File: config.mk
export PLATFORM = sky130hd
export DESIGN_NAME = aeas_decoder
export DESIGN_NICKNAME = d
export VERILOG_FILES = /design/src/hdl/aeas_pkg.sv /design/src/hdl/aeas_decoder.sv
export SDC_FILE = /design/constraint.sdc
export NUM_CORES = 2
export LEC_CHECK = 0
export BUFFER_PORTS_ARGS = -buffer_cell sky130_fd_sc_hd__clkbuf_2
export CORE_AREA = 2 2 272 274
export DETAILED_ROUTE_END_ITERATION = 7
export DIE_AREA = 0 0 274 276
export GPL_ROUTABILITY_DRIVEN = 0
export HOLD_SLACK_MARGIN = 0.1
export PLACE_DENSITY = 0.78
export SKIP_LAST_GASP = 1
export SYNTH_ARGS = -nofsm -noshare
export SYNTH_HDL_FRONTEND = slang
export SYNTH_SLANG_ARGS = --single-unit
File: constraint.sdc
create_clock -name clk -period 4.88 [get_ports clk]
set_input_delay 0.976 -clock clk [delete_from_list [all_inputs] [get_ports clk]]
set_output_delay 0.976 -clock clk [all_outputs]
set_load 0.01 [all_outputs]
File: src/hdl/aeas_pkg.sv
// Shared widths, types, network coefficients and helper functions of the anomaly scorer.
package aeas_pkg;

    // Fixed-point formats.
    localparam int FRAC_BITS   = 16;
    localparam int WEIGHT_FRAC = 14;
    localparam int NUM_IN      = 4;
    localparam int NUM_HID     = 2;

    // Port widths.
    localparam int RAW_W   = 9;
    localparam int OXY_W   = 7;
    localparam int SCORE_W = 23;

    // Normalizer widths. A reading that reaches the span saturates, so the
    // offset that is divided always fits in SPAN_W bits.
    localparam int SPAN_W    = 7;
    localparam int NUMER_W   = FRAC_BITS + SPAN_W;
    localparam int DIV_SHIFT = NUMER_W;
    localparam int RECIP_W   = FRAC_BITS + 3;
    localparam int QPROD_W   = NUMER_W + RECIP_W;

    // Datapath widths.
    localparam int NUM_W      = FRAC_BITS + 1;
    localparam int ACT_W      = FRAC_BITS + 2;
    localparam int COEF_W     = 16;
    localparam int ENC_PROD_W = NUM_W + 1 + COEF_W;
    localparam int DEC_PROD_W = ACT_W + 1 + COEF_W;
    localparam int ACC_W      = FRAC_BITS + 20;
    localparam int ERR_W      = FRAC_BITS + 3;
    localparam int MAG_W      = FRAC_BITS + 2;
    localparam int SQ_W       = 2 * MAG_W;
    localparam int SUM_W      = SQ_W + 2;
    localparam int SCALED_W   = SUM_W + 5;
    localparam int SHIFTED_W  = SCALED_W - FRAC_BITS;
    localparam int SAT_W      = (SHIFTED_W > SCORE_W) ? SHIFTED_W : SCORE_W;

    typedef logic [RAW_W-1:0]          raw_t;
    typedef logic [NUM_W-1:0]          num_t;
    typedef logic [ACT_W-1:0]          act_t;
    typedef logic signed [COEF_W-1:0]  coef_t;
    typedef logic signed [ACC_W-1:0]   acc_t;
    typedef logic [SCORE_W-1:0]        score_t;
    typedef raw_t [NUM_IN-1:0]         raw_vec_t;
    typedef num_t [NUM_IN-1:0]         num_vec_t;
    typedef act_t [NUM_HID-1:0]        hid_vec_t;
    typedef act_t [NUM_IN-1:0]         out_vec_t;

    localparam num_t   NUM_ONE    = {1'b1, {FRAC_BITS{1'b0}}};
    localparam acc_t   ROUND_HALF = acc_t'(1) <<< (WEIGHT_FRAC - 1);
    localparam score_t SCORE_MAX  = '1;

    // Normalization limits: systolic, diastolic, heart rate, SpO2.
    localparam raw_t NORM_LO [NUM_IN] = '{9'd80, 9'd50, 9'd40, 9'd80};
    localparam logic [SPAN_W-1:0] NORM_SPAN [NUM_IN] = '{7'd100, 7'd70, 7'd100, 7'd20};
    localparam logic [SPAN_W-1:0] NORM_HALF [NUM_IN] = '{
        SPAN_W'(100 / 2), SPAN_W'(70 / 2), SPAN_W'(100 / 2), SPAN_W'(20 / 2)};

    // Truncated reciprocals of the spans; the quotient they give is low by
    // at most one and is corrected after a remainder check.
    localparam logic [RECIP_W-1:0] NORM_RECIP [NUM_IN] = '{
        RECIP_W'((64'd1 << DIV_SHIFT) / 100),
        RECIP_W'((64'd1 << DIV_SHIFT) / 70),
        RECIP_W'((64'd1 << DIV_SHIFT) / 100),
        RECIP_W'((64'd1 << DIV_SHIFT) / 20)};

    // Network coefficients in signed Q2.14.
    localparam coef_t ENC_W [NUM_HID][NUM_IN] = '{
        '{16'sd8192, 16'sd7373, 16'sd4915, -16'sd1638},
        '{-16'sd3277, -16'sd2458, 16'sd1638, 16'sd13107}};
    localparam coef_t ENC_B [NUM_HID] = '{16'sd1638, 16'sd1638};
    localparam coef_t DEC_W [NUM_IN][NUM_HID] = '{
        '{16'sd8192, -16'sd3277},
        '{16'sd7373, -16'sd2458},
        '{16'sd4915, 16'sd1638},
        '{-16'sd1638, 16'sd13107}};
    localparam coef_t DEC_B [NUM_IN] = '{16'sd819, 16'sd819, 16'sd819, 16'sd1638};

    // Bias aligned to the accumulator's fraction.
    function automatic acc_t bias_term(input coef_t b);
        acc_t ext;
        ext = acc_t'(b);
        return ext <<< FRAC_BITS;
    endfunction

    // ReLU, then round the accumulator back to the activation fraction.
    function automatic act_t relu_round(input acc_t acc);
        acc_t rnd;
        act_t res;
        rnd = acc + ROUND_HALF;
        if (acc <= 0)
        begin
            res = '0;
        end
        else
        begin
            res = rnd[WEIGHT_FRAC +: ACT_W];
        end
        return res;
    endfunction

endpackage

File: src/hdl/aeas_decoder.sv
// Two-stage decoder layer: products, then sum with bias and ReLU.
module aeas_decoder (
    input  logic               clk,
    input  logic               rst_n,
    input  logic               in_valid,
    input  aeas_pkg::hid_vec_t hid,
    input  aeas_pkg::num_vec_t norm_in,
    output logic               out_valid,
    output aeas_pkg::out_vec_t recon,
    output aeas_pkg::num_vec_t norm_out
);
    import aeas_pkg::*;

    logic [1:0] valid_reg;
    logic signed [DEC_PROD_W-1:0] prod_reg [NUM_IN][NUM_HID];
    num_vec_t norm1_reg;
    num_vec_t norm2_reg;
    out_vec_t recon_next;
    out_vec_t recon_reg;

    // Reconstruction of each input from the two hidden units.
    always_comb
    begin
        acc_t acc;
        for (int i = 0; i < NUM_IN; i++)
        begin
            acc = bias_term(DEC_B[i]);
            for (int j = 0; j < NUM_HID; j++)
            begin
                acc = acc + acc_t'(prod_reg[i][j]);
            end
            recon_next[i] = relu_round(acc);
        end
    end

    always_ff @(posedge clk or negedge rst_n)
    begin
        if (!rst_n)
        begin
            valid_reg <= '0;
        end
        else
        begin
            valid_reg <= {valid_reg[0], in_valid};
        end
    end

    always_ff @(posedge clk)
    begin
        for (int i = 0; i < NUM_IN; i++)
        begin
            for (int j = 0; j < NUM_HID; j++)
            begin
                prod_reg[i][j] <= $signed({1'b0, hid[j]}) * DEC_W[i][j];
            end
        end
        norm1_reg <= norm_in;
        norm2_reg <= norm1_reg;
        recon_reg <= recon_next;
    end

    assign out_valid = valid_reg[1];
    assign recon     = recon_reg;
    assign norm_out  = norm2_reg;

endmodule

# Yosys cells after proc, flatten, opt, wreduce, memory -nomap -nowiden
# Memory sizes are Yosys's and may differ from the RTL's.
# Index checks and enable logic that the tools add are counted.
[word_totals] regBits=210 latch_bits=0 mem_bits_rw=280 romBits=0 inputBits=107 out_inout_bits=141 elab_cells=37 n_memories=1
[mem_list] memory="prod_reg" words=4 width=70 read_ports=4 rd_ports_with_merged_regs=0 write_ports=4 line="aeas_decoder.sv:15" text="logic signed [DEC_PROD_W-1:0] prod_reg [NUM_IN][NUM_HID];"
[classes] addsub=12 multipliers=7 div=0 n_lt_le_gt_ge=4 n_eq_ne=0 n_shift=0 n_mux=0 n_bitwise=0 reduce_logical=0
[ops] op="36-bit by 35-bit adder with 36-bit output" count=4
[ops] op="36-bit by 1-bit <= comparator with 1-bit output, second input constant" count=4
[ops] op="32-bit by 15-bit adder with 32-bit output, second input constant" count=4
[ops] op="27-bit by 35-bit adder with 36-bit output, first input constant" count=3
[ops] op="18-bit by 13-bit multiplier with 31-bit output, second input constant" count=2
[ops] op="28-bit by 35-bit adder with 36-bit output, first input constant" count=1
[ops] op="18-bit by 14-bit multiplier with 32-bit output, second input constant" count=1
[ops] op="19-bit by 13-bit multiplier with 32-bit output, second input constant" count=1
[ops] op="19-bit by 12-bit multiplier with 31-bit output, second input constant" count=1
[ops] op="19-bit by 11-bit multiplier with 30-bit output, second input constant" count=1
[ops] op="18-bit by 10-bit multiplier with 28-bit output, second input constant" count=1

# Longest topological paths before layout
# An unclocked memory read counts as a cell.
[logic_depth] word_depth=4 mapped_depth=24 depth_no_buf=24

# Worst setup path before layout
# OpenSTA, ideal clock, no wires.
[synth_path] path_kind="input to register" from="input port hid[29] (netlist name)" to="memory prod_reg[0][34] (netlist name)" setup_time_ns=0.118 t_arrival_ns=6.265 required_ns=4.762 path_slack_ns=-1.503 path_stages=20 path_buffers=0 cell_sequence="ha_1 -> fa_1 -> fa_1 -> fa_1 -> inv_1 -> fa_1 -> inv_1 -> ha_1 -> ha_1 -> a21o_1 -> a21o_1 -> a21o_1 -> a21o_1 -> a21o_1 -> a221oi_1 -> o21ai_0 -> or4_1 -> a31oi_1 -> o21bai_1 -> xnor2_1"
[synth_rtl] element="start: declaration" line="aeas_decoder.sv:6" text="input aeas_pkg::hid_vec_t hid,"
[synth_rtl] element="end: declaration" line="aeas_decoder.sv:15"

==> metrics.txt <==
post-synth cell types=96; failing checks=max-capacitance violations, max-slew violations, negative setup slack; first-pass GRT wire length=221,000 um; clk buf depth=3; CTS tree=done; post-route cell area=57,100 um2; Layout Skew=0.0336 ns; drt first pass iters=7; gr ovfl total=0; Post-synth EDFFs=0; Worst EP required=5.39 ns; Async S/R FF share, synth=0.474%; pin count of the biggest net entering global routing=19; commonest non-fill, non-tap cell in the layout=inv_1; post-route ant nets=0; final WL=171,000 um; Crit Path Category=in -> reg; clock sinks=422; 1st-iter DRT viols=4,896; number of global-route vias before repair=40,300; Hold-fix buffers, CTS=0; Synth Net Count=5,906; RSZ-0062 raised after global routing=true; most frequent cells in the layout=inv_1 (855), buf_4 (734), ha_1 (678); min Tclk post-route=6.79 ns; DR vias=41,600; post-DR wirelength/cell=25.9 um; setup ws final=-1.91 ns; Die Y=276 um; post-DP HPWL=107,000 um; Layout area overhead=32.4%; synthesized flop and latch total=422; Yosys warning total=0; critical path peak fanout=5; placed insts=6,437; hold_ws=0.140 ns; clock latency on the worst-skew pair=0.64 ns; Layout fillers=3,918; drt drc=0; main area contributors after synthesis=ha_1 (23%), fa_1 (21%), dfxtp_1 (20%), inv_1 (8.1%), xnor2_1 (3.8%); Worst setup EP type=flop; fin. max-slew vios=4; Post-DP Area=52,200 um2; register area share after synthesis=19.6%; # IOs=248; Slew HR=-11.1%; Post-Synthesis Cells=4,543; cell type with the highest aggregate area in the netlist=ha_1; Vias/cell=6.30; worst min path class=in -> async; H-tree depth=2; Yosys top cell area share=23.2%; ys flop type=dfxtp_1; Final setup viols=104; IO buf count=247; CP arrival=7.30 ns; # Max-Cap Violations=2; total CTS buffers=46; final-stage net count=6,970; FP Rows=99; fmax=147 MHz; flip-flop count of the largest register after layout=212; Least-Margin Pin Slew=1.65 ns; status=complete, but fails checks; full die area=75,600 um2; syn_area_per_cell=9.49 um2; Core ar.=72,600 um2; startpoint types=primary input; die width=274 um; Clock transition at path regs=0.06 ns; Final Hold Viols=0; Finished Layout Cells=6,611; Initial Utilization=59.4%; global-route usage over all layers=37.7%; Netlist Area Pre-Place=43,100 um2; Tcrit/Tclk final=139%; initial antenna violation count=23; root buf cell=clkbuf_16; ratio of cells with drive above 1 in the final layout=29.4%
[final timing paths]
check,start,endpoint,slack (ns),depth (start not counted)
min in group clk,norm1_reg[25],norm_out[25],0.32,0
max reg2reg,prod_reg[1][36],recon[54],0.13,16
max,hid[18],prod_reg[2][27],-1.91,23
min reg2reg,norm1_reg[25],norm_out[25],0.32,0
min,rst_n,valid_reg[0],0.14,1
max in group asynchronous,rst_n,valid_reg[1],4.65,1
[per-stage QoR]
step           setup TNS (ns)  setup WS, ns  utilization (%)
4_1_cts                -14.95        -0.625             76.8
2_1_floorplan          -19.77        -0.892                -
3_5_place_dp           -92.62         -1.34             71.9
3_3_place_gp           -82.98         -1.23             71.9
6_report               -71.22         -1.91             78.6
5_1_grt                -73.58         -1.80             78.6
[logic make-up after synthesis]
logic type      count (synthesis)  synth area share, %
compound gates                728                 11.3
xor+xnor                      274                 5.57
fa+ha+maj                    1256                 44.4
buf+inv                       965                 8.48
flops                         422                 19.6
mux                             5                0.122
simple gates                  893                 10.5
[cells in the mapped netlist (all sizes together) (32+ instances only)]
library cell    n
and3           34
o21a           35
ha            800
nand3          89
nand4          35
xnor2         188
nor2b          34
dfxtp         420
nor2          239
a21oi         187
o21ai         140
nand2b         32
a31oi          44
a21o           76
fa            456
inv           932
nand2         163
a211oi         35
nor3           96
xor2           86
[critical path, stage by stage]
cell       delay [ns]
clkbuf_4         0.21
inv_2            0.09
ha_2             0.43
ha_1             0.22
inv_1            0.08
fa_1             0.56
inv_1            0.10
fa_1             0.85
inv_1            0.39
fa_1             0.87
inv_1            0.16
ha_2             0.22
a21o_1           0.21
a21oi_4          0.19
buf_6            0.14
buf_6            0.10
nor2_4           0.04
a221oi_4         0.29
a2111oi_4        0.17
nor4b_2          0.46
nand4b_1         0.22
nand2_2          0.11
xor2_4           0.18
[area by class of cell]
class / instances / area (um2) / share of cell area [%]
Antenna cell: 11 / 27.5 / 0.0482
Multi-Input combinational cell: 3156 / 34200 / 60.0
Clock buffer: 58 / 1260 / 2.20
Inverter: 932 / 3550 / 6.22
Timing Repair Buffer: 1049 / 7980 / 14.0
Tap cell: 959 / 1200 / 2.10
Clock inverter: 24 / 373 / 0.653
Sequential cell: 422 / 8460 / 14.8
[routing by layer]
layer | vias up | part of all wire (%) | GRT usage (%)
li1 | 17300 | - | -
met1 | 19300 | 32 | 44.3
met2 | 3546 | 42 | 59.2
met3 | 1493 | 15 | 11.2
met4 | 24 | 11 | 25.5
met5 | - | 0.17 | 0
[what timing repair did]
action	4_1_cts	5_1_grt
setup buffers	65	52
resized for setup	315	233
pin swaps	237	178
setup endpoints to repair	83	105
Power is not shown: default switching activity piles up to over one toggle a cycle in this logic, so the estimate is an artifact.
