<file path="src/hdl/aeas_pkg.sv">
// Shared widths, types, network coefficients and helper functions of the anomaly scorer.
package aeas_pkg;

    // Fixed-point formats.
    localparam int FRAC_BITS   = 16;
    localparam int WEIGHT_FRAC = 14;
    localparam int NUM_IN      = 4;
    localparam int NUM_HID     = 2;

    // Port widths.
    localparam int RAW_W   = 9;
    localparam int OXY_W   = 7;
    localparam int SCORE_W = 23;

    // Normalizer widths. A reading that reaches the span saturates, so the
    // offset that is divided always fits in SPAN_W bits.
    localparam int SPAN_W    = 7;
    localparam int NUMER_W   = FRAC_BITS + SPAN_W;
    localparam int DIV_SHIFT = NUMER_W;
    localparam int RECIP_W   = FRAC_BITS + 3;
    localparam int QPROD_W   = NUMER_W + RECIP_W;

    // Datapath widths.
    localparam int NUM_W      = FRAC_BITS + 1;
    localparam int ACT_W      = FRAC_BITS + 2;
    localparam int COEF_W     = 16;
    localparam int ENC_PROD_W = NUM_W + 1 + COEF_W;
    localparam int DEC_PROD_W = ACT_W + 1 + COEF_W;
    localparam int ACC_W      = FRAC_BITS + 20;
    localparam int ERR_W      = FRAC_BITS + 3;
    localparam int MAG_W      = FRAC_BITS + 2;
    localparam int SQ_W       = 2 * MAG_W;
    localparam int SUM_W      = SQ_W + 2;
    localparam int SCALED_W   = SUM_W + 5;
    localparam int SHIFTED_W  = SCALED_W - FRAC_BITS;
    localparam int SAT_W      = (SHIFTED_W > SCORE_W) ? SHIFTED_W : SCORE_W;

    typedef logic [RAW_W-1:0]          raw_t;
    typedef logic [NUM_W-1:0]          num_t;
    typedef logic [ACT_W-1:0]          act_t;
    typedef logic signed [COEF_W-1:0]  coef_t;
    typedef logic signed [ACC_W-1:0]   acc_t;
    typedef logic [SCORE_W-1:0]        score_t;
    typedef raw_t [NUM_IN-1:0]         raw_vec_t;
    typedef num_t [NUM_IN-1:0]         num_vec_t;
    typedef act_t [NUM_HID-1:0]        hid_vec_t;
    typedef act_t [NUM_IN-1:0]         out_vec_t;

    localparam num_t   NUM_ONE    = {1'b1, {FRAC_BITS{1'b0}}};
    localparam acc_t   ROUND_HALF = acc_t'(1) <<< (WEIGHT_FRAC - 1);
    localparam score_t SCORE_MAX  = '1;

    // Normalization limits: systolic, diastolic, heart rate, SpO2.
    localparam raw_t NORM_LO [NUM_IN] = '{9'd80, 9'd50, 9'd40, 9'd80};
    localparam logic [SPAN_W-1:0] NORM_SPAN [NUM_IN] = '{7'd100, 7'd70, 7'd100, 7'd20};
    localparam logic [SPAN_W-1:0] NORM_HALF [NUM_IN] = '{
        SPAN_W'(100 / 2), SPAN_W'(70 / 2), SPAN_W'(100 / 2), SPAN_W'(20 / 2)};

    // Truncated reciprocals of the spans; the quotient they give is low by
    // at most one and is corrected after a remainder check.
    localparam logic [RECIP_W-1:0] NORM_RECIP [NUM_IN] = '{
        RECIP_W'((64'd1 << DIV_SHIFT) / 100),
        RECIP_W'((64'd1 << DIV_SHIFT) / 70),
        RECIP_W'((64'd1 << DIV_SHIFT) / 100),
        RECIP_W'((64'd1 << DIV_SHIFT) / 20)};

    // Network coefficients in signed Q2.14.
    localparam coef_t ENC_W [NUM_HID][NUM_IN] = '{
        '{16'sd8192, 16'sd7373, 16'sd4915, -16'sd1638},
        '{-16'sd3277, -16'sd2458, 16'sd1638, 16'sd13107}};
    localparam coef_t ENC_B [NUM_HID] = '{16'sd1638, 16'sd1638};
    localparam coef_t DEC_W [NUM_IN][NUM_HID] = '{
        '{16'sd8192, -16'sd3277},
        '{16'sd7373, -16'sd2458},
        '{16'sd4915, 16'sd1638},
        '{-16'sd1638, 16'sd13107}};
    localparam coef_t DEC_B [NUM_IN] = '{16'sd819, 16'sd819, 16'sd819, 16'sd1638};

    // Bias aligned to the accumulator's fraction.
    function automatic acc_t bias_term(input coef_t b);
        acc_t ext;
        ext = acc_t'(b);
        return ext <<< FRAC_BITS;
    endfunction

    // ReLU, then round the accumulator back to the activation fraction.
    function automatic act_t relu_round(input acc_t acc);
        acc_t rnd;
        act_t res;
        rnd = acc + ROUND_HALF;
        if (acc <= 0)
        begin
            res = '0;
        end
        else
        begin
            res = rnd[WEIGHT_FRAC +: ACT_W];
        end
        return res;
    endfunction

endpackage

</file>
<file path="src/hdl/aeas_encoder.sv">
// Two-stage encoder layer: products, then sum with bias and ReLU.
module aeas_encoder (
    input  logic               clk,
    input  logic               rst_n,
    input  logic               in_valid,
    input  aeas_pkg::num_vec_t norm_in,
    output logic               out_valid,
    output aeas_pkg::hid_vec_t hid,
    output aeas_pkg::num_vec_t norm_out
);
    import aeas_pkg::*;

    logic [1:0] valid_reg;
    logic signed [ENC_PROD_W-1:0] prod_reg [NUM_HID][NUM_IN];
    num_vec_t norm1_reg;
    num_vec_t norm2_reg;
    hid_vec_t hid_next;
    hid_vec_t hid_reg;

    // Weighted sum and activation of each hidden unit.
    always_comb
    begin
        acc_t acc;
        for (int i = 0; i < NUM_HID; i++)
        begin
            acc = bias_term(ENC_B[i]);
            for (int j = 0; j < NUM_IN; j++)
            begin
                acc = acc + acc_t'(prod_reg[i][j]);
            end
            hid_next[i] = relu_round(acc);
        end
    end

    always_ff @(posedge clk or negedge rst_n)
    begin
        if (!rst_n)
        begin
            valid_reg <= '0;
        end
        else
        begin
            valid_reg <= {valid_reg[0], in_valid};
        end
    end

    // One multiplier per weight, registered before the adder tree.
    always_ff @(posedge clk)
    begin
        for (int i = 0; i < NUM_HID; i++)
        begin
            for (int j = 0; j < NUM_IN; j++)
            begin
                prod_reg[i][j] <= $signed({1'b0, norm_in[j]}) * ENC_W[i][j];
            end
        end
        norm1_reg <= norm_in;
        norm2_reg <= norm1_reg;
        hid_reg   <= hid_next;
    end

    assign out_valid = valid_reg[1];
    assign hid       = hid_reg;
    assign norm_out  = norm2_reg;

endmodule

</file>
<file path="config.mk">
export PLATFORM = sky130hd
export DESIGN_NAME = aeas_encoder
export DESIGN_NICKNAME = d
export VERILOG_FILES = /design/src/hdl/aeas_pkg.sv /design/src/hdl/aeas_encoder.sv
export SDC_FILE = /design/constraint.sdc
export NUM_CORES = 2
export LEC_CHECK = 0
export BUFFER_PORTS_ARGS = -buffer_cell sky130_fd_sc_hd__buf_2
export CAP_MARGIN = 20
export CORE_MARGIN = 4
export CORE_UTILIZATION = 49
export CTS_CLUSTER_DIAMETER = 60
export DETAILED_ROUTE_END_ITERATION = 10
export PLACE_DENSITY = 0.66
export SLEW_MARGIN = 10
export SYNTH_ARGS = -nofsm -noshare
export SYNTH_HDL_FRONTEND = slang
export SYNTH_SLANG_ARGS = --single-unit
</file>
<file path="constraint.sdc">
create_clock -name clk -period 6.6 [get_ports clk]
set_input_delay 1.32 -clock clk [delete_from_list [all_inputs] [get_ports clk]]
set_output_delay 1.32 -clock clk [all_outputs]
set_load 0.01 [all_outputs]
</file>
Yosys cells after proc, flatten, opt, wreduce, memory -nomap -nowiden
Memories as Yosys holds them, arrays and structs flattened.
Index checks and enable logic that the tools add are counted.
Operators by class
  $lt $le $gt $ge: 2
  $add $sub $neg: 10
  $mul: 7
Operators by type and width (count)
  $add 36x34->36: 4
  $add 35x34->36: 2
  $le 36x1->1 const B: 2
  $add 28x34->35 const A: 2
  $add 32x15->32 const B: 2
  $mul 17x13->30 const B: 2
  $mul 17x14->31 const B: 1
  $mul 18x13->31 const B: 1
  $mul 18x12->30 const B: 1
  $mul 18x11->29 const B: 1
  $mul 17x10->27 const B: 1
Storage, ports and cells
  memories kept: 1
  logic and storage cells: 31
  input bits: 71
  output and inout port bits: 105
  bits in registers: 174
  RAM bits: 264
Memory list
  prod_reg: words 2, width 132, read ports 2, clocked after Yosys merged registers in 0, wr ports 2, line aeas_encoder.sv:14  | logic signed [ENC_PROD_W-1:0] prod_reg [NUM_HID][NUM_IN];

Longest topological paths before layout
An unclocked memory read counts as a cell.
  depth after elaboration: 6
  gate-level depth with buffers: 23
  mapped depth without buffers: 23

Worst setup path before layout
No wires, ideal clock.
  path type: in2reg
  start: in norm_in[22] (netlist bit)
  end: mem prod_reg[0][93] (netlist bit)
  library setup time: 118 ps
  data required time: 6482 ps
  arrival time: 6269 ps
  stages on the path: 21
  path slack: 213 ps
  path buffers: 0
  cells stage by stage: inv_1 -> fa_1 -> inv_1 -> fa_1 -> fa_1 -> inv_1 -> fa_1 -> fa_1 -> inv_1 -> ha_1 -> a21oi_1 -> o211ai_1 -> a21oi_1 -> nor2b_1 -> o31a_1 -> o41a_1 -> a21oi_1 -> nor2b_1 -> o21a_1 -> o41a_1 -> xnor2_1
RTL lines
  start, declared: line aeas_encoder.sv:6  | input aeas_pkg::num_vec_t norm_in,
  end, declared: line aeas_encoder.sv:14

==> impl_metrics.py <==
metrics = {
    "layout": {
        "layout.nets": 6065,
        "areaGrowthSynthToFinish_pct": 13.1,
        "stdcell_area_um2": 47000,
        "layout-drive-gt1-share_pct": 10.5,
        "largest_register_ffs": 196,
    },
    "worst_setup_path": {
        "crit_buf_inv": 6,
        "crit_family": "adder cells",
        "crit_required_ns": 7.15,
        "worst_setup_path_start_kind": "input pin",
        "slowest_stage": "fa_1",
        "critPathMaxFanout": 6,
        "crit_arrival_ns": 6.68,
        "critical_path_class": "in2reg",
        "cp-end-kind": "register",
        "slowest_delay_ns": 0.54,
        "path_cells": "buf_2 -> ha_1 -> inv_1 -> fa_1 -> inv_1 -> fa_1 -> inv_1 -> fa_1 -> inv_1 -> fa_1 -> ha_1 -> o21a_1 -> o21ai_0 -> nor3_1 -> a211oi_1 -> buf_4 -> o21ai_0 -> o41ai_1 -> o21ai_0 -> o41ai_1 -> xor2_1",
    },
    "placement": {
        "dp_hpwl_um": 94500,
        "post-place-ws_ns": -0.0834,
        "place_area_um2": 45200,
        "finalWeightedCongestion": 0.956,
        "port_buffers": 175,
    },
    "synthesis": {
        "synth_warnings": 0,
        "synth-edff-count": 0,
        "syn-num-nets": 5664,
        "yosysTopAreaCellShare_pct": 27.1,
        "synthDistinctLibCells": 92,
        "synth_area_leaders": "fa_1 27%, ha_1 24%, dfxtp_1 18%",
        "synth_cells": 4228,
        "synth_top_cell_by_area": "fa_1",
        "async_flop_share_pct": 0.541,
        "synth_most_common_cell": "inv_1",
        "synthTopCellsByCount": "1121 x inv_1, 802 x ha_1, 563 x fa_1, 368 x dfxtp_1, 184 x a21oi_1",
        "avgSynthCellArea_um2": 9.82,
        "synth_seq_cells": 370,
        "synth_flop_cell": "dfxtp_1",
        "netlist_area_um2": 41500,
        "synth_seq_area_share_pct": 17.9,
    },
    "cts": {
        "cts_resized": 0,
        "cts_tree": "built",
        "clk_pin_slew_ns": 0.06,
        "cts_buffer_depth": 3,
        "ctsRootBufferMaster": "clkbuf_16",
        "cts_sinks": 370,
        "hold_buffers": 0,
        "cts_made_buffers": 51,
        "cts_setup_buffers": 0,
        "clk_latency_ns": 0.63,
        "htree_levels": 2,
    },
    "timing": {
        "finalClockSkew_ns": 0.0169,
        "hold_viol": 0,
        "max_clock_freq_mhz": 163,
        "period_share_pct": 92.8,
        "setup_viol_count_final": 0,
        "final.min_clock_period_ns": 6.12,
        "slew-limit-headroom_pct": 37.2,
        "slew_violations": 0,
        "rsz0062_at_grt": "no",
        "tightestPinTransition_ns": 0.936,
        "fin_ws_ns": 0.477,
    },
    "floorplan": {
        "placementRows": 106,
        "core-area_um2": 83800,
        "io_pins": 176,
        "initial_core_util_pct": 49.6,
        "die_x_um": 299,
        "die_h_um": 299,
        "dieArea_um2": 89500,
    },
    "grt": {
        "met1_usage_pct": 33.3,
        "grt_pass1_vias": 30300,
        "grt_use_met3_pct": 4.87,
        "grt_max_degree": 17,
        "grt_overflow": 0,
        "grt.total_usage_pct": 24.4,
        "grt_antenna_before_repair": 7,
        "grt_pass1_wl_um": 170000,
        "busiest_layer": "met2",
        "met2_usage_pct": 40.1,
    },
    "routing": {
        "routedWlPerCell_um": 18.5,
        "drt-total-wl_um": 107000,
        "antenna_left": 0,
        "vias": 29300,
        "vias_per_cell": 5.04,
        "first_pass_iters": 7,
        "drt_iter0_drc": 1471,
        "route.detailed.drc": 0,
    },
    "run_status": {
        "status": "finished clean",
    },
    "run": {
        "max_cap_violations": 0,
    },
    "min_path": {
        "hold_class": "reg2reg",
    },
}
==> cells by family (layout without fill, tap and decap cells) <==
kind of cell / count (synthesis) / in the layout / share of synthesized area (%)
flip-flops: 370 / 370 / 17.9
buffers and inverters: 1139 / 1580 / 10.3
AND/OR/NAND/NOR: 572 / 572 / 6.98
adder cells (fa/ha/maj): 1365 / 1365 / 51.3
other: 0 / 1 / 0
XOR/XNOR: 227 / 227 / 4.80
multiplexers: 8 / 8 / 0.205
AO/OA/AOI/OAI: 547 / 547 / 8.56
==> worst paths after layout <==
kind                                 start              end  slack (ns)  cells past startpoint
hold reg to reg              norm1_reg[61]     norm_out[61]        0.32                      0
setup / recovery               norm_in[60]  prod_reg[0][28]        0.48                     21
min in group asynchronous            rst_n     valid_reg[1]        0.47                      1
max in group asynchronous            rst_n     valid_reg[0]        6.03                      1
setup reg to reg           prod_reg[0][36]          hid[24]        0.56                     18
hold / removal               norm1_reg[61]     norm_out[61]        0.32                      0
==> through the flow <==
stage | TNS [ns] | hold slack [ns] | util [%] | std cells
6_report | 0 | 0.323 | 56.0 | 5804
5_1_grt | 0 | 0.327 | 56.0 | 5803
4_1_cts | 0 | 0.321 | 56.0 | 5803
3_5_place_dp | -0.370 | 0.313 | 53.9 | 5710
3_3_place_gp | -0.149 | 0.310 | 53.9 | 5710
2_1_floorplan | 0 | 0.310 | - | 4228
==> area by class of cell <==
class / count / area [um^2]
Fill cell: 7464 / 36800
Inverter: 1122 / 4210
Clock buffer: 62 / 1390
Antenna cell: 1 / 2.50
Clock inverter: 31 / 373
Timing Repair Buffer: 365 / 2310
Tap cell: 1134 / 1420
Sequential cell: 370 / 7420
Multi-Input combinational cell: 2719 / 29900
==> worst register-to-register path, cell delays in order (launching register included) <==
cell	delay (ns)
dfxtp_1	0.53
inv_1	0.10
fa_1	0.49
inv_1	0.05
fa_1	0.45
ha_1	0.31
ha_1	0.26
fa_1	0.45
a211oi_1	0.31
o211ai_1	0.23
a22oi_1	0.43
a21oi_1	0.23
a31oi_1	0.39
a2111o_1	0.23
a21oi_1	0.09
o41ai_1	0.59
nand2_1	0.10
o21ai_1	0.53
nor2_1	0.13
==> cell usage in the layout, fill, tap and decap left out, types with 55 or more instances in the layout <==
master	n
inv_1	1121
nor2_1	167
dfxtp_1	368
nand2_1	101
ha_1	802
xnor2_1	159
xor2_1	67
buf_2	175
fa_1	563
buf_4	189
o21ai_0	98
a21oi_1	184
nand3_1	55
==> routing by layer <==
| metal | up-vias | share of wire, % |
|---|---|---|
| met5 | - | 0.012 |
| met4 | 2 | 2.6 |
| met3 | 140 | 5.9 |
| met2 | 626 | 46 |
| met1 | 14200 | 45 |
| li1 | 14300 | - |
Power is left out: the tool's default activity adds up to more than one toggle a clock period on the data nets, which glitch-free logic cannot reach.
