### src/hdl/aeas_pkg.sv
// Shared widths, types, network coefficients and helper functions of the anomaly scorer.
package aeas_pkg;

    // Fixed-point formats.
    localparam int FRAC_BITS   = 16;
    localparam int WEIGHT_FRAC = 14;
    localparam int NUM_IN      = 4;
    localparam int NUM_HID     = 2;

    // Port widths.
    localparam int RAW_W   = 9;
    localparam int OXY_W   = 7;
    localparam int SCORE_W = 23;

    // Normalizer widths. A reading that reaches the span saturates, so the
    // offset that is divided always fits in SPAN_W bits.
    localparam int SPAN_W    = 7;
    localparam int NUMER_W   = FRAC_BITS + SPAN_W;
    localparam int DIV_SHIFT = NUMER_W;
    localparam int RECIP_W   = FRAC_BITS + 3;
    localparam int QPROD_W   = NUMER_W + RECIP_W;

    // Datapath widths.
    localparam int NUM_W      = FRAC_BITS + 1;
    localparam int ACT_W      = FRAC_BITS + 2;
    localparam int COEF_W     = 16;
    localparam int ENC_PROD_W = NUM_W + 1 + COEF_W;
    localparam int DEC_PROD_W = ACT_W + 1 + COEF_W;
    localparam int ACC_W      = FRAC_BITS + 20;
    localparam int ERR_W      = FRAC_BITS + 3;
    localparam int MAG_W      = FRAC_BITS + 2;
    localparam int SQ_W       = 2 * MAG_W;
    localparam int SUM_W      = SQ_W + 2;
    localparam int SCALED_W   = SUM_W + 5;
    localparam int SHIFTED_W  = SCALED_W - FRAC_BITS;
    localparam int SAT_W      = (SHIFTED_W > SCORE_W) ? SHIFTED_W : SCORE_W;

    typedef logic [RAW_W-1:0]          raw_t;
    typedef logic [NUM_W-1:0]          num_t;
    typedef logic [ACT_W-1:0]          act_t;
    typedef logic signed [COEF_W-1:0]  coef_t;
    typedef logic signed [ACC_W-1:0]   acc_t;
    typedef logic [SCORE_W-1:0]        score_t;
    typedef raw_t [NUM_IN-1:0]         raw_vec_t;
    typedef num_t [NUM_IN-1:0]         num_vec_t;
    typedef act_t [NUM_HID-1:0]        hid_vec_t;
    typedef act_t [NUM_IN-1:0]         out_vec_t;

    localparam num_t   NUM_ONE    = {1'b1, {FRAC_BITS{1'b0}}};
    localparam acc_t   ROUND_HALF = acc_t'(1) <<< (WEIGHT_FRAC - 1);
    localparam score_t SCORE_MAX  = '1;

    // Normalization limits: systolic, diastolic, heart rate, SpO2.
    localparam raw_t NORM_LO [NUM_IN] = '{9'd80, 9'd50, 9'd40, 9'd80};
    localparam logic [SPAN_W-1:0] NORM_SPAN [NUM_IN] = '{7'd100, 7'd70, 7'd100, 7'd20};
    localparam logic [SPAN_W-1:0] NORM_HALF [NUM_IN] = '{
        SPAN_W'(100 / 2), SPAN_W'(70 / 2), SPAN_W'(100 / 2), SPAN_W'(20 / 2)};

    // Truncated reciprocals of the spans; the quotient they give is low by
    // at most one and is corrected after a remainder check.
    localparam logic [RECIP_W-1:0] NORM_RECIP [NUM_IN] = '{
        RECIP_W'((64'd1 << DIV_SHIFT) / 100),
        RECIP_W'((64'd1 << DIV_SHIFT) / 70),
        RECIP_W'((64'd1 << DIV_SHIFT) / 100),
        RECIP_W'((64'd1 << DIV_SHIFT) / 20)};

    // Network coefficients in signed Q2.14.
    localparam coef_t ENC_W [NUM_HID][NUM_IN] = '{
        '{16'sd8192, 16'sd7373, 16'sd4915, -16'sd1638},
        '{-16'sd3277, -16'sd2458, 16'sd1638, 16'sd13107}};
    localparam coef_t ENC_B [NUM_HID] = '{16'sd1638, 16'sd1638};
    localparam coef_t DEC_W [NUM_IN][NUM_HID] = '{
        '{16'sd8192, -16'sd3277},
        '{16'sd7373, -16'sd2458},
        '{16'sd4915, 16'sd1638},
        '{-16'sd1638, 16'sd13107}};
    localparam coef_t DEC_B [NUM_IN] = '{16'sd819, 16'sd819, 16'sd819, 16'sd1638};

    // Bias aligned to the accumulator's fraction.
    function automatic acc_t bias_term(input coef_t b);
        acc_t ext;
        ext = acc_t'(b);
        return ext <<< FRAC_BITS;
    endfunction

    // ReLU, then round the accumulator back to the activation fraction.
    function automatic act_t relu_round(input acc_t acc);
        acc_t rnd;
        act_t res;
        rnd = acc + ROUND_HALF;
        if (acc <= 0)
        begin
            res = '0;
        end
        else
        begin
            res = rnd[WEIGHT_FRAC +: ACT_W];
        end
        return res;
    endfunction

endpackage

### src/hdl/aeas_score.sv
// Four-stage error unit: absolute error, squares, sum, scaled and saturated score.
module aeas_score (
    input  logic               clk,
    input  logic               rst_n,
    input  logic               in_valid,
    input  aeas_pkg::num_vec_t norm,
    input  aeas_pkg::out_vec_t recon,
    output logic               out_valid,
    output aeas_pkg::score_t   score
);
    import aeas_pkg::*;

    logic [3:0] valid_reg;
    logic [MAG_W-1:0]    mag_next [NUM_IN];
    logic [MAG_W-1:0]    mag_reg  [NUM_IN];
    logic [SQ_W-1:0]     sq_reg   [NUM_IN];
    logic [SUM_W-1:0]    sum_next;
    logic [SUM_W-1:0]    sum_reg;
    score_t              score_next;
    score_t              score_reg;

    // Magnitude of the reconstruction error.
    always_comb
    begin
        logic signed [ERR_W-1:0] err;
        logic signed [ERR_W-1:0] abs_err;
        for (int k = 0; k < NUM_IN; k++)
        begin
            err         = $signed({2'b00, norm[k]}) - $signed({1'b0, recon[k]});
            abs_err     = (err < 0) ? -err : err;
            mag_next[k] = abs_err[MAG_W-1:0];
        end
    end

    // Sum of the four squares.
    always_comb
    begin
        sum_next = '0;
        for (int k = 0; k < NUM_IN; k++)
        begin
            sum_next = sum_next + SUM_W'(sq_reg[k]);
        end
    end

    // Times 25 with rounding, drop the fraction, then saturate.
    always_comb
    begin
        logic [SCALED_W-1:0]  ext;
        logic [SCALED_W-1:0]  scaled;
        logic [SHIFTED_W-1:0] shifted;
        logic [SAT_W-1:0]     wide;
        ext     = SCALED_W'(sum_reg);
        scaled  = (ext << 4) + (ext << 3) + ext + (SCALED_W'(1) << (FRAC_BITS - 1));
        shifted = scaled[FRAC_BITS +: SHIFTED_W];
        wide    = SAT_W'(shifted);
        if (wide > SAT_W'(SCORE_MAX))
        begin
            score_next = SCORE_MAX;
        end
        else
        begin
            score_next = wide[SCORE_W-1:0];
        end
    end

    always_ff @(posedge clk or negedge rst_n)
    begin
        if (!rst_n)
        begin
            valid_reg <= '0;
        end
        else
        begin
            valid_reg <= {valid_reg[2:0], in_valid};
        end
    end

    always_ff @(posedge clk)
    begin
        for (int k = 0; k < NUM_IN; k++)
        begin
            mag_reg[k] <= mag_next[k];
            sq_reg[k]  <= SQ_W'(mag_reg[k]) * SQ_W'(mag_reg[k]);
        end
        sum_reg   <= sum_next;
        score_reg <= score_next;
    end

    assign out_valid = valid_reg[3];
    assign score     = score_reg;

endmodule

### config.mk
export PLATFORM = sky130hd
export DESIGN_NAME = aeas_score
export DESIGN_NICKNAME = d
export VERILOG_FILES = /design/src/hdl/aeas_pkg.sv /design/src/hdl/aeas_score.sv
export SDC_FILE = /design/constraint.sdc
export NUM_CORES = 2
export LEC_CHECK = 0
export CORE_ASPECT_RATIO = 0.9
export CORE_MARGIN = 1.5
export CORE_UTILIZATION = 32
export DETAILED_ROUTE_END_ITERATION = 7
export DONT_BUFFER_PORTS = 1
export PLACE_DENSITY_LB_ADDON = 0.05
export SLEW_MARGIN = 15
export SYNTH_ARGS = -nofsm -noshare
export SYNTH_HDL_FRONTEND = slang
export SYNTH_SLANG_ARGS = --single-unit
export TNS_END_PERCENT = 20
### constraint.sdc
create_clock -name clk -period 12.5 [get_ports clk]
set_clock_uncertainty 0.2 [all_clocks]
set_input_delay 1.25 -clock clk [delete_from_list [all_inputs] [get_ports clk]]
set_output_delay 1.25 -clock clk [all_outputs]
set_load 0.005 [all_outputs]
# ---- Word-level counts from Yosys, hierarchy flattened
# Memories as Yosys holds them, arrays and structs flattened.
# Index checks and enable logic that the tools add are counted.
dict set report op_classes {
  addsub 14
  order_cmp 5
  mux 4
  n_mul 4
}
# op count
set op_table {}
lappend op_table {{$mul A18 B18 Y36} 4}
lappend op_table {{$lt A19 B1 Y1 const B} 4}
lappend op_table {{$sub A17 B18 Y19} 4}
lappend op_table {{$mux W18} 4}
lappend op_table {{$neg A18 Y18} 4}
lappend op_table {{$add A42 B41 Y43} 1}
lappend op_table {{$add A43 B16 Y43 const B} 1}
lappend op_table {{$add A43 B38 Y43} 1}
lappend op_table {{$add A37 B36 Y38} 1}
lappend op_table {{$add A38 B36 Y38} 1}
lappend op_table {{$add A36 B36 Y37} 1}
lappend op_table {{$gt A27 B23 Y1 const B} 1}
dict set report word_totals {
  in_bits 143
  mem_bits_rw 216
  n_memories 2
  out_inout_bits 24
  reg_bits 65
}
# name words word_bits read_ports rd_ports_with_merged_regs write_ports line_no
set memory_table {}
lappend memory_table {sq_reg 4 36 4 0 4 aeas_score.sv:16} ;# logic [SQ_W-1:0] sq_reg [NUM_IN];
lappend memory_table {mag_reg 4 18 4 0 4 aeas_score.sv:15} ;# logic [MAG_W-1:0] mag_reg [NUM_IN];

# ---- Longest topological paths before layout
dict set report logic_depth {
  ltp_word 4
  depth_mapped 28
  depth_no_buf 25
}

# ---- Worst setup path after synthesis
# OpenSTA, ideal clock, no wires.
dict set report synth_timing {
  kind {register to register}
  from {memory mag_reg[0][12] in the netlist's numbering}
  to {memory sq_reg[0][35] in the netlist's numbering}
  stages_incl_launch_ff 24
  t_required_ns 12.228
  setup_time_ns 0.072
  slack_ns 5.739
  arrival_time_ns 6.489
  path_cell_list {dfxtp_1 clkbuf_1 clkbuf_1 nand2_1 fa_1 fa_1 fa_1 inv_1 fa_1 fa_1 inv_1 fa_1 inv_1 ha_1 and3_1 a22o_1 a221o_1 a31oi_1 o21ai_0 o311ai_1 a31oi_1 a221o_1 a21oi_1 xnor2_1}
}
# element line_no
set synth_lines {}
lappend synth_lines {{start: declaration} aeas_score.sv:15}
lappend synth_lines {{end: declaration} aeas_score.sv:16}

==> flow_metrics.tcl <==
set metrics [dict create \
    fillerInstances 16600 \
    placedCellCount 7584 \
    die_w_microns 427 \
    clk_pin_slew_ns 0.07 \
    drc 0 \
    drv_slew 0 \
    ioPinCount 167 \
    r2r_slack_ns 4.92 \
    hp-class "input pin to asynchronous set/reset pin" \
    setup_viol 0 \
    syn-instance-count 5552 \
    clkSinkCount 277 \
    routed_wl_mm 130 \
    dieArea_sq_um 164000 \
    ys_ff_latch 277 \
    clock-root-buffer "clkbuf_16" \
    r2r-start "mag_reg[0][5]" \
    rsz0062_at_grt "no" \
    critical_path.max_stage_delay_ns 0.82 \
    timing.slew.headroom 0.286 \
    startpoint_type "register" \
    tns_ns 0 \
    cts_made_buffers 38 \
    ant_nets 0 \
    rows 139 \
    synthArstFlopShare 0.0144 \
    globalRouteTotalUtil 0.164 \
    largest_reg_flops 140 \
    wl_per_cell_microns 16.9 \
    drive_gt1_frac 0.0238 \
    num_vias 34700 \
    syn_to_final_growth_pct 7.21 \
    vias_per_cell 4.54 \
    worst-path-max-fanout 18 \
    clkLatencyLatePin_ns 0.62 \
    multiInputGateArea_sq_um 40700 \
    grt_pass1_wl_mm 211 \
    worstPathRequired_ns 12.86 \
    drv_cap 0 \
    cts_tree "built" \
    grt_pass1_vias 37900 \
    syn_avg_cell_area_sq_um 9.33 \
    dp_hpwl_mm 110 \
    fin_cells 7655 \
    io_buffers 0 \
    syn_area_sq_um 51800 \
    cp.buffers_inverters 6 \
    cts_setup_buffers 0 \
    yosysWarnings 0 \
    final_cell_mix "inv_1, fa_1, ha_1" \
    layout_min_cycle_time_ns 7.58 \
    outcome "complete, no violations" \
    coreArea_sq_um 160000 \
    cp_slowest_cell "dfxtp_1" \
    synth_flop_cell "dfxtp_1" \
    cts_buffer_depth 3 \
    crit_path_start "mag_reg[0][5]" \
    antenna_found_initial 7 \
    gp_congestion 0.796 \
    grt-ovfl-total 0 \
    arrival_ns 7.94 \
    mostFrequentLayoutCell "inv_1" \
    cts.repair.resized 0 \
    die_h_microns 385 \
    crit_path_end_kind "register" \
    htree_levels 2 \
    cts_hold_buffers 0 \
    crit_chain "and2_1, inv_1, fa_1, inv_1, fa_1, inv_1, fa_1, inv_1, fa_1, fa_1, inv_1, fa_1, inv_1, ha_1, a21o_1, a22o_1, a221o_1, a31oi_1, o21ai_0, o311ai_1, a31oi_1, a221o_1, a21oi_1, xnor2_1" \
    synth_enable_flop_cells 0 \
    worstSetupPathType "register to register" \
    tightestPinTransition_ns 1.07 \
    period_share 0.607 \
    firstDrtPassIters 5 \
    final-hold-violation-count 0 \
    drtIter0Drc 1353 \
    synth_seq_area_share 0.107 \
    ys_types 89 \
    clock.fmax_ghz 0.132 \
    fin_nets 7261 \
    initial_core_util 0.323 \
    regArea_sq_um 5570 \
    grt_max_degree 24 \
    cp_top_family "adder cells" \
]
[through the flow]
stage / setup slack, ns / hold WS, ns / util / cell area [sq um]
global placement: 5.03 / 0.134 / 0.338 / 54200
floorplan: 5.74 / 0.131 / - / 51800
detailed placement: 4.93 / 0.139 / 0.338 / 54200
finish: 4.92 / 0.134 / 0.347 / 55500
CTS: 4.89 / 0.0726 / 0.347 / 55500
global route: 4.47 / 0.0856 / 0.347 / 55500
[layer usage]
metal	up-vias	wire length, microns	global-route usage
li1	17100	-	-
met1	17300	65100	0.236
met2	343	59300	0.268
met3	85	3410	0.0173
met4	0	1870	0.0276
met5	-	0	0
[kinds of logic (layout without fill, tap and decap cells)]
logic type / count (synthesis) / in the layout / synth area share
flops: 277 / 277 / 0.107
simple gates: 1181 / 1181 / 0.112
other cells: 2 / 5 / 0.000145
mux: 13 / 13 / 0.00261
buf+inv: 1472 / 1457 / 0.107
xor+xnor: 310 / 310 / 0.0527
compound gates: 688 / 688 / 0.0879
fa+ha+maj: 1609 / 1609 / 0.530
[cell type report]
class / count / share of cell area
well taps: 2115 / 0.0477
clock inverters: 22 / 0.00471
diodes: 2 / 0.0000901
clock buffers: 47 / 0.0189
multi-input cells: 3804 / 0.733
flip-flops and latches: 277 / 0.100
inverters: 1366 / 0.0923
repair buffers: 22 / 0.00297
[cells in the mapped netlist (all sizes together) (7+ instances only)]
cell | instances | area, sq um
a211o | 7 | 61.3
o21a | 49 | 368
nand2b | 31 | 194
or2 | 18 | 113
xnor2 | 220 | 1930
a31oi | 38 | 238
a211oi | 20 | 165
o211ai | 9 | 67.6
nor4b | 7 | 67.6
o41ai | 7 | 68.8
a21boi | 7 | 52.6
nand2 | 465 | 1750
mux2i | 9 | 90.1
nor2 | 169 | 634
nand4 | 18 | 113
o311a | 7 | 70.1
clkbuf | 103 | 387
o31ai | 13 | 108
and3 | 28 | 175
o21ai | 122 | 614
a21oi | 193 | 970
nor3 | 47 | 240
and2 | 255 | 1600
o2111ai | 8 | 70.1
or3 | 14 | 92.6
o21bai | 28 | 210
inv | 1366 | 5130
xor2 | 89 | 780
dfxtp | 273 | 5470
nand3 | 47 | 235
nor2b | 44 | 275
o31a | 9 | 78.8
nor4 | 9 | 71.3
ha | 631 | 7900
a21o | 111 | 833
fa | 978 | 19600
[worst paths after layout]
check | end | depth (start not counted)
worst max register to register | sq_reg[0][35] | 24
min in group clk | valid_reg[1] | 0
worst min-delay path | valid_reg[2] | 0
worst max-delay path | sq_reg[0][35] | 24
max in group asynchronous | valid_reg[2] | 0
worst min register to register | valid_reg[1] | 0
Power is not shown: default switching activity piles up to over one toggle a cycle in this logic, so the estimate is an artifact.
